File: src/rtl/core/url_percent_codec_defines.svh
`ifndef URL_PERCENT_CODEC_DEFINES_SVH
`define URL_PERCENT_CODEC_DEFINES_SVH

// same-cycle implication, checked on every rising edge out of reset
`define UPC_ASSERT_IMPLY(label, clk, rst_n, ante, cons, msg) \
    label: assert property (@(posedge clk) disable iff (!rst_n) (ante) |-> (cons)) \
        else $error(msg);

// next-cycle implication
`define UPC_ASSERT_NEXT(label, clk, rst_n, ante, cons, msg) \
    label: assert property (@(posedge clk) disable iff (!rst_n) (ante) |=> (cons)) \
        else $error(msg);

`endif

File: src/rtl/core/upc_pkg.sv
`timescale 1ns / 1ps
`default_nettype none

package upc_pkg;

    localparam int MAX_RESULTS = 3;

    localparam logic [2:0] MODE_PATH     = 3'd0;
    localparam logic [2:0] MODE_SEGMENT  = 3'd1;
    localparam logic [2:0] MODE_HOST     = 3'd2;
    localparam logic [2:0] MODE_ZONE     = 3'd3;
    localparam logic [2:0] MODE_USERINFO = 3'd4;
    localparam logic [2:0] MODE_QUERY    = 3'd5;
    localparam logic [2:0] MODE_FRAGMENT = 3'd6;

    localparam logic DIR_ENCODE = 1'b0;
    localparam logic DIR_DECODE = 1'b1;

    // register index taken from paddr[2]
    localparam logic REG_DIRECTION = 1'b0;
    localparam logic REG_MODE      = 1'b1;

    typedef enum logic [1:0] {
        PH_IDLE,
        PH_HIGH,
        PH_LOW
    } phase_t;

    typedef struct packed {
        logic [7:0] out_byte;
        logic       has_byte;
        logic       out_last;
        logic       bad_escape;
    } res_t;

    typedef struct packed {
        logic       valid;
        logic [3:0] value;
    } hex_t;

    function automatic logic must_escape(input logic [7:0] c, input logic [2:0] mode);
        logic host_like;
        logic esc;
        host_like = (mode == MODE_HOST) || (mode == MODE_ZONE);
        esc = 1'b1;
        if (c inside {[8'h30:8'h39], [8'h41:8'h5A], [8'h61:8'h7A]}) begin
            esc = 1'b0;
        end else if (host_like && (c inside {"!", "$", "&", "(", ")", "'", "*", "+",
                                             ",", ";", "=", ":", "[", "]", "<", ">",
                                             "\""})) begin
            esc = 1'b0;
        end else if (c inside {"-", ".", "_", "~"}) begin
            esc = 1'b0;
        end else if (c inside {"&", ",", ";", "?", "@", "$", "+", "=", ":", "/"}) begin
            case (mode)
                MODE_PATH:     esc = (c == "?");
                MODE_SEGMENT:  esc = c inside {"/", ";", ",", "?"};
                MODE_USERINFO: esc = c inside {"@", "/", "?", ":"};
                MODE_QUERY:    esc = 1'b1;
                MODE_FRAGMENT: esc = 1'b0;
                default:       esc = 1'b1;
            endcase
        end else if ((mode == MODE_FRAGMENT) && (c inside {"!", "(", ")", "*"})) begin
            esc = 1'b0;
        end
        return esc;
    endfunction

    function automatic hex_t hex_value(input logic [7:0] c);
        hex_t h;
        h.valid = 1'b1;
        h.value = 4'h0;
        if (c inside {[8'h30:8'h39]}) begin
            h.value = c[3:0];
        end else if (c inside {[8'h41:8'h46], [8'h61:8'h66]}) begin
            h.value = c[3:0] + 4'd9;
        end else begin
            h.valid = 1'b0;
        end
        return h;
    endfunction

    function automatic logic [7:0] hex_digit(input logic [3:0] nib);
        logic [7:0] d;
        if (nib < 4'd10) begin
            d = {4'h0, nib} + 8'h30;
        end else begin
            d = {4'h0, nib} + 8'h37;
        end
        return d;
    endfunction

endpackage

`default_nettype wire

File: src/rtl/core/url_percent_codec.sv
`timescale 1ns / 1ps
`default_nettype none
// channel   | direction | handshake            | payload
// ----------+-----------+----------------------+---------------------------------------------
// s_        | in        | s_valid / s_ready    | s_in_byte, s_in_last
// m_        | out       | m_valid / m_ready    | m_out_byte, m_has_byte, m_out_last,
//           |           |                      | m_bad_escape
// apb       | in        | psel/penable/pwrite  | paddr, pwdata, prdata (pready tied high)
//
// one input beat is decoded in the cycle it is accepted and its results land in a
// three-slot result register; the slots drain one beat per cycle on m_ while m_ready is high
// decode and plain encode bytes give at most one result, so a beat per cycle sustains while m_ready is high
// an escaped encode byte gives three results and holds s_ready low while more than one of them remains
// s_ready is high when the result register is empty or its last slot leaves this cycle
// aresetn is synchronous active low; it clears config, string state and the slot count

`include "url_percent_codec_defines.svh"

module url_percent_codec (
    input  wire logic        aclk,
    input  wire logic        aresetn,
    // config port
    input  wire logic        psel,
    input  wire logic        penable,
    input  wire logic        pwrite,
    input  wire logic [2:0]  paddr,
    input  wire logic [31:0] pwdata,
    output logic      [31:0] prdata,
    output logic             pready,
    // input stream
    input  wire logic        s_valid,
    output logic             s_ready,
    input  wire logic [7:0]  s_in_byte,
    input  wire logic        s_in_last,
    // result stream
    output logic             m_valid,
    input  wire logic        m_ready,
    output logic      [7:0]  m_out_byte,
    output logic             m_has_byte,
    output logic             m_out_last,
    output logic             m_bad_escape
);

    // config registers
    logic        direction_reg;
    logic [2:0]  mode_reg;
    logic        cfg_wr;

    // per-string state
    upc_pkg::phase_t phase_reg, phase_next;
    logic [3:0]  nibble_reg, nibble_next;
    logic        error_seen_reg, error_seen_next;

    // result slots, slot 0 faces m_
    upc_pkg::res_t res_reg [upc_pkg::MAX_RESULTS];
    upc_pkg::res_t res_next [upc_pkg::MAX_RESULTS];
    logic [1:0]  cnt_reg, cnt_next;

    logic        s_acc;
    logic        m_acc;

    // decode classification of the incoming byte
    upc_pkg::hex_t hex;
    logic        dec_err;
    logic        dec_emit;
    logic [7:0]  dec_val;
    logic [7:0]  esc_val;
    logic        is25;
    logic        enc_esc;

    // ---------------------------------------------------------------- config port
    assign pready = 1'b1;
    assign cfg_wr = psel && penable && pwrite && pready;

    always_ff @(posedge aclk) begin
        if (!aresetn) begin
            direction_reg <= upc_pkg::DIR_ENCODE;
            mode_reg      <= upc_pkg::MODE_PATH;
        end else if (cfg_wr) begin
            case (paddr[2])
                upc_pkg::REG_DIRECTION: direction_reg <= pwdata[0];
                upc_pkg::REG_MODE:      mode_reg      <= pwdata[2:0];
                default: ;
            endcase
        end
    end

    always_comb begin
        case (paddr[2])
            upc_pkg::REG_DIRECTION: prdata = {31'd0, direction_reg};
            upc_pkg::REG_MODE:      prdata = {29'd0, mode_reg};
            default:                prdata = 32'd0;
        endcase
    end

    // ---------------------------------------------------------------- handshakes
    // take a new beat only when every slot will be free after this edge
    assign s_ready = (cnt_reg == 2'd0) || ((cnt_reg == 2'd1) && m_ready);
    assign s_acc   = s_valid && s_ready;
    assign m_valid = (cnt_reg != 2'd0);
    assign m_acc   = m_valid && m_ready;

    // ---------------------------------------------------------------- classification
    assign hex     = upc_pkg::hex_value(s_in_byte);
    assign esc_val = {nibble_reg, hex.value};
    assign is25    = (nibble_reg == 4'h2) && (hex.value == 4'h5);
    assign enc_esc = upc_pkg::must_escape(s_in_byte, mode_reg);

    always_comb begin
        dec_err  = 1'b0;
        dec_emit = 1'b0;
        dec_val  = s_in_byte;
        case (phase_reg)
            upc_pkg::PH_HIGH: begin
                // a first digit on the final byte truncates the escape
                dec_err = !hex.valid || s_in_last;
            end
            upc_pkg::PH_LOW: begin
                dec_val = esc_val;
                if (!hex.valid) begin
                    dec_err = 1'b1;
                end else if ((mode_reg == upc_pkg::MODE_HOST) && !nibble_reg[3] && !is25) begin
                    dec_err = 1'b1;
                end else if ((mode_reg == upc_pkg::MODE_ZONE) && !is25 && (esc_val != " ")
                             && upc_pkg::must_escape(esc_val, upc_pkg::MODE_HOST)) begin
                    dec_err = 1'b1;
                end else begin
                    dec_emit = 1'b1;
                end
            end
            default: begin
                if (s_in_byte == "%") begin
                    dec_err = s_in_last;
                end else if (s_in_byte == "+") begin
                    dec_val  = (mode_reg == upc_pkg::MODE_QUERY) ? 8'(" ") : 8'("+");
                    dec_emit = 1'b1;
                end else if (((mode_reg == upc_pkg::MODE_HOST) ||
                              (mode_reg == upc_pkg::MODE_ZONE)) &&
                             !s_in_byte[7] && enc_esc) begin
                    // host and zone forbid plain ascii bytes their class would escape
                    dec_err = 1'b1;
                end else begin
                    dec_emit = 1'b1;
                end
            end
        endcase
    end

    // ---------------------------------------------------------------- next string state
    always_comb begin
        phase_next      = phase_reg;
        nibble_next     = nibble_reg;
        error_seen_next = error_seen_reg;
        if (s_acc) begin
            if (s_in_last) begin
                // end of string wipes everything
                phase_next      = upc_pkg::PH_IDLE;
                nibble_next     = 4'h0;
                error_seen_next = 1'b0;
            end else if (error_seen_reg || (direction_reg == upc_pkg::DIR_ENCODE)) begin
                // dropping bytes, or encoding with any pending escape left alone
            end else begin
                case (phase_reg)
                    upc_pkg::PH_HIGH: begin
                        if (hex.valid) begin
                            nibble_next = hex.value;
                            phase_next  = upc_pkg::PH_LOW;
                        end
                    end
                    upc_pkg::PH_LOW: begin
                        if (hex.valid) begin
                            phase_next = upc_pkg::PH_IDLE;
                        end
                    end
                    default: begin
                        phase_next = (s_in_byte == "%") ? upc_pkg::PH_HIGH : upc_pkg::PH_IDLE;
                    end
                endcase
                if (dec_err) begin
                    error_seen_next = 1'b1;
                end
            end
        end
    end

    // ---------------------------------------------------------------- results of this beat
    always_comb begin
        for (int i = 0; i < upc_pkg::MAX_RESULTS; i++) begin
            res_next[i] = '0;
        end
        cnt_next = 2'd0;
        if (error_seen_reg) begin
            if (s_in_last) begin
                res_next[0] = '{out_byte: 8'h00, has_byte: 1'b0, out_last: 1'b1,
                                bad_escape: 1'b1};
                cnt_next    = 2'd1;
            end
        end else if (direction_reg == upc_pkg::DIR_ENCODE) begin
            if ((mode_reg == upc_pkg::MODE_QUERY) && (s_in_byte == " ")) begin
                res_next[0] = '{out_byte: 8'("+"), has_byte: 1'b1, out_last: s_in_last,
                                bad_escape: 1'b0};
                cnt_next    = 2'd1;
            end else if (enc_esc) begin
                res_next[0] = '{out_byte: 8'("%"), has_byte: 1'b1, out_last: 1'b0,
                                bad_escape: 1'b0};
                res_next[1] = '{out_byte: upc_pkg::hex_digit(s_in_byte[7:4]), has_byte: 1'b1,
                                out_last: 1'b0, bad_escape: 1'b0};
                res_next[2] = '{out_byte: upc_pkg::hex_digit(s_in_byte[3:0]), has_byte: 1'b1,
                                out_last: s_in_last, bad_escape: 1'b0};
                cnt_next    = 2'd3;
            end else begin
                res_next[0] = '{out_byte: s_in_byte, has_byte: 1'b1, out_last: s_in_last,
                                bad_escape: 1'b0};
                cnt_next    = 2'd1;
            end
        end else if (dec_err) begin
            res_next[0] = '{out_byte: 8'h00, has_byte: 1'b0, out_last: s_in_last,
                            bad_escape: 1'b1};
            cnt_next    = 2'd1;
        end else if (dec_emit) begin
            res_next[0] = '{out_byte: dec_val, has_byte: 1'b1, out_last: s_in_last,
                            bad_escape: 1'b0};
            cnt_next    = 2'd1;
        end
    end

    // ---------------------------------------------------------------- registers
    always_ff @(posedge aclk) begin
        if (!aresetn) begin
            phase_reg      <= upc_pkg::PH_IDLE;
            nibble_reg     <= 4'h0;
            error_seen_reg <= 1'b0;
            cnt_reg        <= 2'd0;
        end else begin
            phase_reg      <= phase_next;
            nibble_reg     <= nibble_next;
            error_seen_reg <= error_seen_next;
            if (s_acc) begin
                cnt_reg <= cnt_next;
            end else if (m_acc) begin
                cnt_reg <= cnt_reg - 2'd1;
            end
        end
    end

    // slot payload, shifts toward slot 0 as beats leave
    always_ff @(posedge aclk) begin
        if (s_acc) begin
            for (int i = 0; i < upc_pkg::MAX_RESULTS; i++) begin
                res_reg[i] <= res_next[i];
            end
        end else if (m_acc) begin
            for (int i = 0; i < upc_pkg::MAX_RESULTS - 1; i++) begin
                res_reg[i] <= res_reg[i + 1];
            end
        end
    end

    assign m_out_byte   = res_reg[0].out_byte;
    assign m_has_byte   = res_reg[0].has_byte;
    assign m_out_last   = res_reg[0].out_last;
    assign m_bad_escape = res_reg[0].bad_escape;

    // ---------------------------------------------------------------- checks
    `UPC_ASSERT_IMPLY(a_no_accept_busy, aclk, aresetn, cnt_reg > 2'd1, !s_ready, "accept while slots busy")
    `UPC_ASSERT_IMPLY(a_err_no_byte, aclk, aresetn, m_valid && m_bad_escape, !m_has_byte, "error beat carries a byte")
    `UPC_ASSERT_NEXT(a_last_clears, aclk, aresetn, s_acc && s_in_last, (phase_reg == upc_pkg::PH_IDLE) && !error_seen_reg, "string state kept past last")
    `UPC_ASSERT_NEXT(a_drop_silent, aclk, aresetn, s_acc && error_seen_reg && !s_in_last, cnt_reg == 2'd0, "dropped byte gave a result")

endmodule

`default_nettype wire

File: config.mk
export PLATFORM = sky130hd
export DESIGN_NAME = url_percent_codec
export DESIGN_NICKNAME = d
export VERILOG_FILES = /design/src/rtl/core/upc_pkg.sv /design/src/rtl/core/url_percent_codec.sv
export VERILOG_INCLUDE_DIRS = /design/src /design/src/rtl/core
export SDC_FILE = /design/constraint.sdc
export NUM_CORES = 1
export LEC_CHECK = 0
export ABC_AREA = 1
export BUFFER_PORTS_ARGS = -buffer_cell sky130_fd_sc_hd__buf_4
export CAP_MARGIN = 15
export CELL_PAD_IN_SITES_DETAIL_PLACEMENT = 1
export CELL_PAD_IN_SITES_GLOBAL_PLACEMENT = 1
export CORE_MARGIN = 2
export CORE_UTILIZATION = 34
export DETAILED_ROUTE_END_ITERATION = 8
export PLACE_DENSITY = 0.83
export SYNTH_ARGS = -nofsm -noshare
export SYNTH_HDL_FRONTEND = slang
export SYNTH_SLANG_ARGS = --single-unit
File: constraint.sdc
create_clock -name aclk -period 2 [get_ports aclk]
set_input_delay 0 -clock aclk [delete_from_list [all_inputs] [get_ports aclk]]
set_output_delay 0 -clock aclk [all_outputs]
set_load 0.1 [all_outputs]
* After elaboration in Yosys (flattened, before gate mapping)
Memory sizes are Yosys's and may differ from the RTL's.
Index checks and enable logic that the tools add are counted.
** Operators by class
- Add/subtract/negate cells :: 6
- Multiplexer cells :: 77
- Eq/ne operators :: 62
- Shifts and indexed selects :: 0
- Reduce and logical (&&, ||, !) cells :: 55
- Divide/modulo/power cells :: 0
- Magnitude comparators :: 16
- Bitwise operators :: 4
- Multipliers :: 0
** Operators with widths (number)
- $eq 8x6->1 const B :: 38
- $mux 11 :: 8
- $mux 22 :: 4
- $eq 8x7->1 const B :: 9
- $pmux 32 s2 :: 1
- $le 8x7->1 const B :: 6
- $mux 1 :: 36
- $reduce_bool 17->1 :: 2
- $ge 8x7->1 const B :: 4
- $add 4x6->7 const B :: 4
- $mux 4 :: 7
- $logic_and 1x1->1 :: 24
- $mux 2 :: 12
- $reduce_bool 4->1 :: 5
- $ge 8x6->1 const B :: 2
- $le 8x6->1 const B :: 2
- $mux 8 :: 2
- $pmux 8 s2 :: 1
- $mux 7 :: 2
- $reduce_bool 2->1 :: 6
- $reduce_bool 10->1 :: 1
- $eq 3x3->1 const B :: 3
- $lt 4x4->1 const B :: 2
- $ne 8x6->1 const B :: 1
- 23 further kinds :: 38
** Word-level totals
- Memories kept :: 1
- Latch bits :: 0
- Memory bits (writable) :: 33
- Bits in read-only memories :: 0
- Register bits :: 13
- Logic and storage cells :: 227
** Memories
- res_reg :: depth 3, width 11, read ports 3, clocked after memory_dff 0, write ports 3, line url_percent_codec.sv:55 : upc_pkg::res_t res_reg [upc_pkg::MAX_RESULTS];

* Depth between registers and ports, before layout
Gate-level depths: netlist of run 1.
- Depth in word-level cells :: 23
- Depth in mapped cells :: 22
- Depth with buffers taken out :: 22

* Worst setup path after synthesis of run 1
No wires, ideal clock.
- Path kind :: register -> register
- From :: reg cnt_reg[0]
- To :: mem res_reg[0][0] (netlist name), data pin
- Cell stages (with the launch flop) :: 10
- Setup time :: 0.268 ns
- Period minus slack after synthesis :: 3.397 ns
- Setup slack :: -1.397 ns
- Arrival :: 3.129 ns
- Data required time :: 1.732 ns
- Buffers on the path :: 1
- Path through :: dfxtp_1 -> inv_1 -> ha_1 -> inv_1 -> nand2_1 -> nand2_1 -> nand2_1 -> clkinv_1 -> clkbuf_1 -> o22ai_1
** RTL lines
- from (decl) :: line url_percent_codec.sv:57 : logic [1:0] cnt_reg, cnt_next;
- from (signal assigned) :: line url_percent_codec.sv:239 : cnt_reg <= cnt_next;
- from (signal assigned) :: line url_percent_codec.sv:241 : cnt_reg <= cnt_reg - 2'd1;
- to (decl) :: line url_percent_codec.sv:55

==> results of run 1 <==
[tightest hold or removal path, stage by stage]
cell and delay (ps):
buf_4 70, o21ai_0 70, a21oi_1 120
[where the power goes]
part / internal [W] / total [W] / switching, W
Sequential: 0.00122 / 0.00130 / 0.0000809
Clock: 0.000501 / 0.000856 / 0.000354
Combinational: 0.000701 / 0.00261 / 0.00191
Total: 0.00242 / 0.00476 / 0.00234
[cells by family (layout without fill, tap and decap cells)]
kind of cell,count (synthesis),count (layout),synth area share [%]
other,2,30,0.203
flip-flops,42,42,30.6
buffers and inverters,117,246,16.7
adder cells (fa/ha/maj),14,14,4.73
AND/OR/NAND/NOR,255,255,30.8
XOR/XNOR,1,1,0.237
AO/OA/AOI/OAI,103,104,16.8
[what timing repair did]
action                                 in CTS  in global routing
setup endpoints to repair                  30                 36
pin swaps                                  33                 42
hold buffers                                5                  0
cloned                                      2                  0
gates resized for setup                    84                 68
setup buffers                              17                 12
endpoints found under the hold margin       5                  0
[routing by layer]
metal	wire [µm]	up-vias	GRT usage, %
li1	-	2023	-
met1	6020	2081	28.5
met2	7710	127	44.6
met3	645	42	3.01
met4	465	0	6.87
met5	0	-	0
[per-stage QoR]
stage	area [µm²]	worst slack (ps)
after floorplan	3940	-138
after global placement	4790	-640
after detailed placement	4790	-710
after CTS	5390	-197
after global routing	5720	-492
final	5720	-324
[layout make-up]
| class | count | area [µm²] | share of cell area [%] |
|---|---|---|---|
| clock buffers | 5 | 68.8 | 1.20 |
| clock inverters | 3 | 68.8 | 1.20 |
| inverters | 73 | 303 | 5.29 |
| multi-input cells | 404 | 2640 | 46.0 |
| flip-flops and latches | 42 | 1140 | 19.9 |
| well taps | 140 | 175 | 3.06 |
| repair buffers | 164 | 1330 | 23.2 |
| repair inverters | 1 | 7.51 | 0.131 |
[worst paths after layout]
path	start	end	cells past startpoint
setup / recovery	s_in_byte[5]	res_reg[0][1]	21
hold / removal	pwdata[1]	mode_reg[1]	3
setup reg to reg	nibble_reg[1]	res_reg[0][1]	14
hold reg to reg	nibble_reg[2]	nibble_reg[2]	2
[cells in the final DEF, fill, tap and decap left out, drive strengths merged, types with 3 or more instances in the layout]
cell type / instances
nand3: 37
clkbuf: 5
buf: 159
nor3: 12
nor2: 64
o211ai: 3
clkinvlp: 4
a21oi: 44
a31oi: 6
o22ai: 5
nor4: 3
edfxtp: 29
ha: 14
o21ai: 31
o221ai: 3
a211oi: 4
nand4: 8
nand2: 130
dfxtp: 13
conb: 30
dlygate4sd3: 5
inv: 69
==> key figures, run 1 <==
Outcome
  • Status: finished with violations
  • Failing checks: setup timing

Layout
  • Final net count: 756
  • Layout cells sized above 1: 47.3%
  • Post-layout util: between 50% and 60%
  • # fillers: 1366
  • Finished Layout Cells: 832
  • Ant diodes: 0
  • Number of flip-flops under the largest register name: 29
  • Area grow syn2layout: 54.7%

Floorplanning
  • FP Rows: 38
  • Die ar.: 11700 µm²
  • Die span in x: 108 µm
  • Die height: 108 µm
  • Core area: 10700 µm²
  • Initial Util: approximately a third
  • Ports: 97

Timing
  • Final hold slack: 1.78 ps
  • Final setup viols: 31
  • Final setup skew: 11.5 ps
  • Fin crit period: 2320 ps
  • Max Freq: approximately 0.43 GHz
  • RSZ-0062 raised after global routing: yes
  • Final Max Tran Viols: 0
  • Worst Setup Slack, final: -324 ps
  • Fin Setup TNS: -6420 ps
  • Final hold vios: 0
  • Final worst-path cycle share: 116%

Setup path
  • Max Fanout on Critical Path: 7
  • Critical path's largest stage delay: 230 ps
  • Most used cell, CP: nand2_1
  • Worst-path cell chain: buf_4 -> inv_2 -> ha_4 -> inv_1 -> nor2_4 -> nand2_1 -> nand2_1 -> nand2_1 -> nand2_2 -> nand3b_4 -> nand2_1 -> nor2_2 -> nor2_2 -> a21oi_2 -> nand3_4 -> nand2_1 -> nand2_2 -> nand2_4 -> buf_6 -> o211ai_1 -> a21oi_1
  • CP Launch Type: input pin
  • WP buf/inv: 4
  • Delay-heaviest family, CP: simple AND/OR/NAND/NOR gates
  • R2R setup slack: -240 ps
  • Crit path kind: input pin to flip-flop
  • Data required time of the worst path: 2060 ps
  • CP Data Arrival Time: ~2400 ps
  • CP endpoint kind: flip-flop
  • CP max stage cell: o211ai_1

CTS
  • H-tree depth: 2
  • CTS tree: yes
  • Clock sink total: 42
  • Root buf cell: clkbuf_8
  • Clk buf depth: 2
  • Total CTS buffers: 5
  • Clk_lat worst skew: 310 ps
  • Clk slew on worst S/H paths: about 90 ps

Detailed routing
  • Drt first pass iters: 4
  • Initial DRC count: 169
  • WL final: ~15000 µm
  • Post-DR wirelength/cell: 17.8 µm
  • Final antenna-violating net count: 0
  • Total vias in the final route: roughly 4300
  • Residual DRC: 0
  • Routed vias/inst: a little over 5

Global routing
  • GRT Util Overall: roughly a quarter
  • GR Overflow Total: 0
  • Initial antenna violation count: 0
  • Number of global-route vias before repair: around 4300
  • Largest net degree at the start of global routing: 23
  • First-pass GRT wire length: 21900 µm

Yosys
  • Synth top area cells: edfxtp_1 (24%), nand2_1 (12%), buf_4 (8.1%)
  • Syn Area/Cell: 6.93 µm²
  • Fraction of registers with async set/reset: 0%
  • Sequential fraction of the synthesis area: 30.6%
  • Mapped Area: about 3700 µm²
  • Post-Synthesis Cells: 534
  • EDFF count, synth: 29
  • Most common cell in the netlist: nand2_1
  • Distinct cell type count after synthesis: 42
  • Yosys top cell area share: 23.5%
  • Synth cell count leaders: nand2_1 (116), inv_1 (66), nor2_1 (55)
  • Top_reg_cell synth: edfxtp_1
  • Yosys reg bits: 42
  • Area leader, netlist: edfxtp_1
  • Synth warn: 0

Min path
  • Hold WC Path Type: input pin to flip-flop

Placement
  • Post-DP HPWL: 10500 µm
  • Gpl congestion: 0.931
  • # port buffers: 35
  • DP Cell Count: 791

Pwr
  • Worst vdd rail ir drop: about 0.62 mV
  • Cell area power density: between 800 and 900 nW/µm²
  • Pwr Total: 0.00476 W
  • Leak: roughly 2.6 nW

Flow run
  • Max cap viols: 0
No activity file was read; power rests on OpenSTA's default activity.
==> run 2, diff against run 1 <==
Settings changed: CELL_PAD_IN_SITES_DETAIL_PLACEMENT 1 to 0, TNS_END_PERCENT set to 1.
==> key figures, run 2 (synthesized netlist as in run 1, its figures left out) <==
Pwr
  • Sw Pwr: 0.00218 W
  • Pwr Total: 0.00459 W
  • Clock power share: 18.7%
  • Leak: between 2 and 3 nW
  • Worst vdd rail ir drop: 0.809 mV
  • Part of the power in combinational logic: a little over half
  • Sequential power share: 28.0%
  • Int Power: around 0.0024 W
  • Sw Share: 47.4%
  • Cell area power density: 824 nW/µm²

Layout
  • Area of the multi-input gates: between 2000 and 3000 µm²
  • Area grow syn2layout: 50.7%
  • Most common cell after layout, fill and taps aside: buf_4
  • # fillers: 1073
  • Final net count: 754
  • Commonest non-fill, non-tap cells in the layout: buf_4 (148), nand2_1 (100), inv_1 (48)
  • Number of flip-flops under the largest register name: 29
  • Post-layout util: 51.9%
  • Layout cells sized above 1: approximately 43%
  • Ant diodes: 0
  • Storage cell area: 1140 µm²

Setup path
  • CP Data Arrival Time: 2240 ps
  • Data required time of the worst path: 2140 ps
  • Max Fanout on Critical Path: 8
  • CP startpoint: s_in_byte[5]
  • CP Launch Type: input pin
  • CP endpoint kind: flip-flop
  • Crit path kind: input pin to flip-flop
  • Origin of the critical flop-to-flop path: nibble_reg[2]

Global routing
  • Initial antenna violation count: 0
  • Number of global-route vias before repair: slightly above 4000
  • Largest net degree at the start of global routing: 23
  • GRT Util Overall: 20.3%
  • First-pass GRT wire length: roughly 19000 µm
  • GR Overflow Total: 0

CTS
  • Clock sink total: 42
  • H-tree depth: 2
  • Clk buf depth: 2
  • Total CTS buffers: 5
  • CTS tree: yes
  • Clk slew on worst S/H paths: 90 ps
  • Root buf cell: clkbuf_8
  • Clk_lat worst skew: 310 ps

Placement
  • Gpl congestion: 0.931
  • # port buffers: 35
  • Post-DP HPWL: 9010 µm

Flow run
  • Max cap viols: 0

Floorplanning
  • Die height: 108 µm
  • Die span in x: around 110 µm
  • Core area: 10700 µm²
  • FP Rows: 38
  • Ports: 97
  • Initial Util: 34.4%
  • Die ar.: 11700 µm²

Detailed routing
  • Post-DR wirelength/cell: 14.1 µm
  • Final antenna-violating net count: 0
  • Drt first pass iters: 4
  • WL final: 11700 µm
  • Routed vias/inst: 4.90
  • Total vias in the final route: 4068
  • Residual DRC: 0
  • Initial DRC count: 207

Timing
  • RSZ-0062 raised after global routing: yes
  • Max Freq: ~0.48 GHz
  • Final setup viols: 15
  • Final Max Tran Viols: 0
  • Fin crit period: 2100 ps
  • Final setup skew: 21.3 ps
  • Final worst-path cycle share: 105%
  • Final hold vios: 0
  • Worst Setup Slack, final: -95.2 ps
  • Final hold slack: 6.35 ps

Outcome
  • Failing checks: setup timing
  • Status: finished with violations

Min path
  • Worst Hold Launch: paddr[2]
  • Hold WC Path Type: input pin to flip-flop
run 2: cell types whose count changed in the layout (fill, tap and decap cells not counted), sizes merged:
cell,delta
inv,+2
clkbuf,+1
clkinv,-1
clkinvlp,-3
buf,-1
run 2: routing by layer:
layer,routed length (µm),global-route usage (%),up-vias
met5,0,0,-
met4,210,5.31,0
met3,462,1.99,17
met2,5870,37.0,122
met1,5140,25.6,1905
li1,-,-,2024
run 2: layout make-up:
| type | count | share of cell area (%) |
|---|---|---|
| clock buffers | 6 | 1.48 |
| clock inverters | 2 | 1.08 |
| inverters | 73 | 5.48 |
| multi-input cells | 404 | 45.2 |
| flip-flops and latches | 42 | 20.5 |
| well taps | 140 | 3.14 |
| repair buffers | 163 | 23.1 |
run 2: repair_timing:
action / 4_1_cts / 5_1_grt
hold buffers: 5 / 0
buffers inserted: 11 / 6
resized for setup: 93 / 59
endpoints found under the setup margin: 29 / 32
pin swaps: 33 / 34
gates cloned: 1 / 0
endpoints found under the hold margin: 5 / 0
run 2: path summary, 6_finish.rpt:
check | endpoint | slack, ps | depth (start not counted)
worst min register to register | cnt_reg[1] | 470 | 2
worst max register to register | res_reg[0][7] | -80 | 15
worst min-delay path | direction_reg | 6 | 2
worst max-delay path | res_reg[0][7] | -100 | 18
run 2: power groups by stage:
| stage | combinational (W) | sequential (W) | clock (W) |
|---|---|---|---|
| 2_1_floorplan | 0.00166 | 0.00142 | 0 |
| 3_3_place_gp | 0.00221 | 0.00130 | 0 |
| 3_5_place_dp | 0.00223 | 0.00131 | 0 |
| 4_1_cts | 0.00235 | 0.00129 | 0.000880 |
| 5_1_grt | 0.00260 | 0.00131 | 0.000904 |
| 6_report | 0.00244 | 0.00129 | 0.000860 |
run 2: critical path: stages:
cell and delay [ps]:
buf_4 150, ha_4 180, inv_2 60, nand2_2 70, nor2_4 120, nand2_4 100
nand2_4 100, nand3b_4 220, nand2_4 90, inv_2 70, nand4_1 100, a21oi_2 230
nand2_2 70, nand2_2 80, nand2_4 80, a21oi_4 180, nand4_1 150, a21oi_1 170
run 2: metrics by stage:
stage	std cells	TNS, ps	cell area [µm²]	setup slack [ps]
after floorplan	562	-13780	3820	-573
after global placement	799	-12880	4730	-607
after detailed placement	799	-13610	4730	-596
after CTS	824	-137	5340	-32.0
after global routing	830	-4010	5580	-270
final	830	-850	5580	-95.2
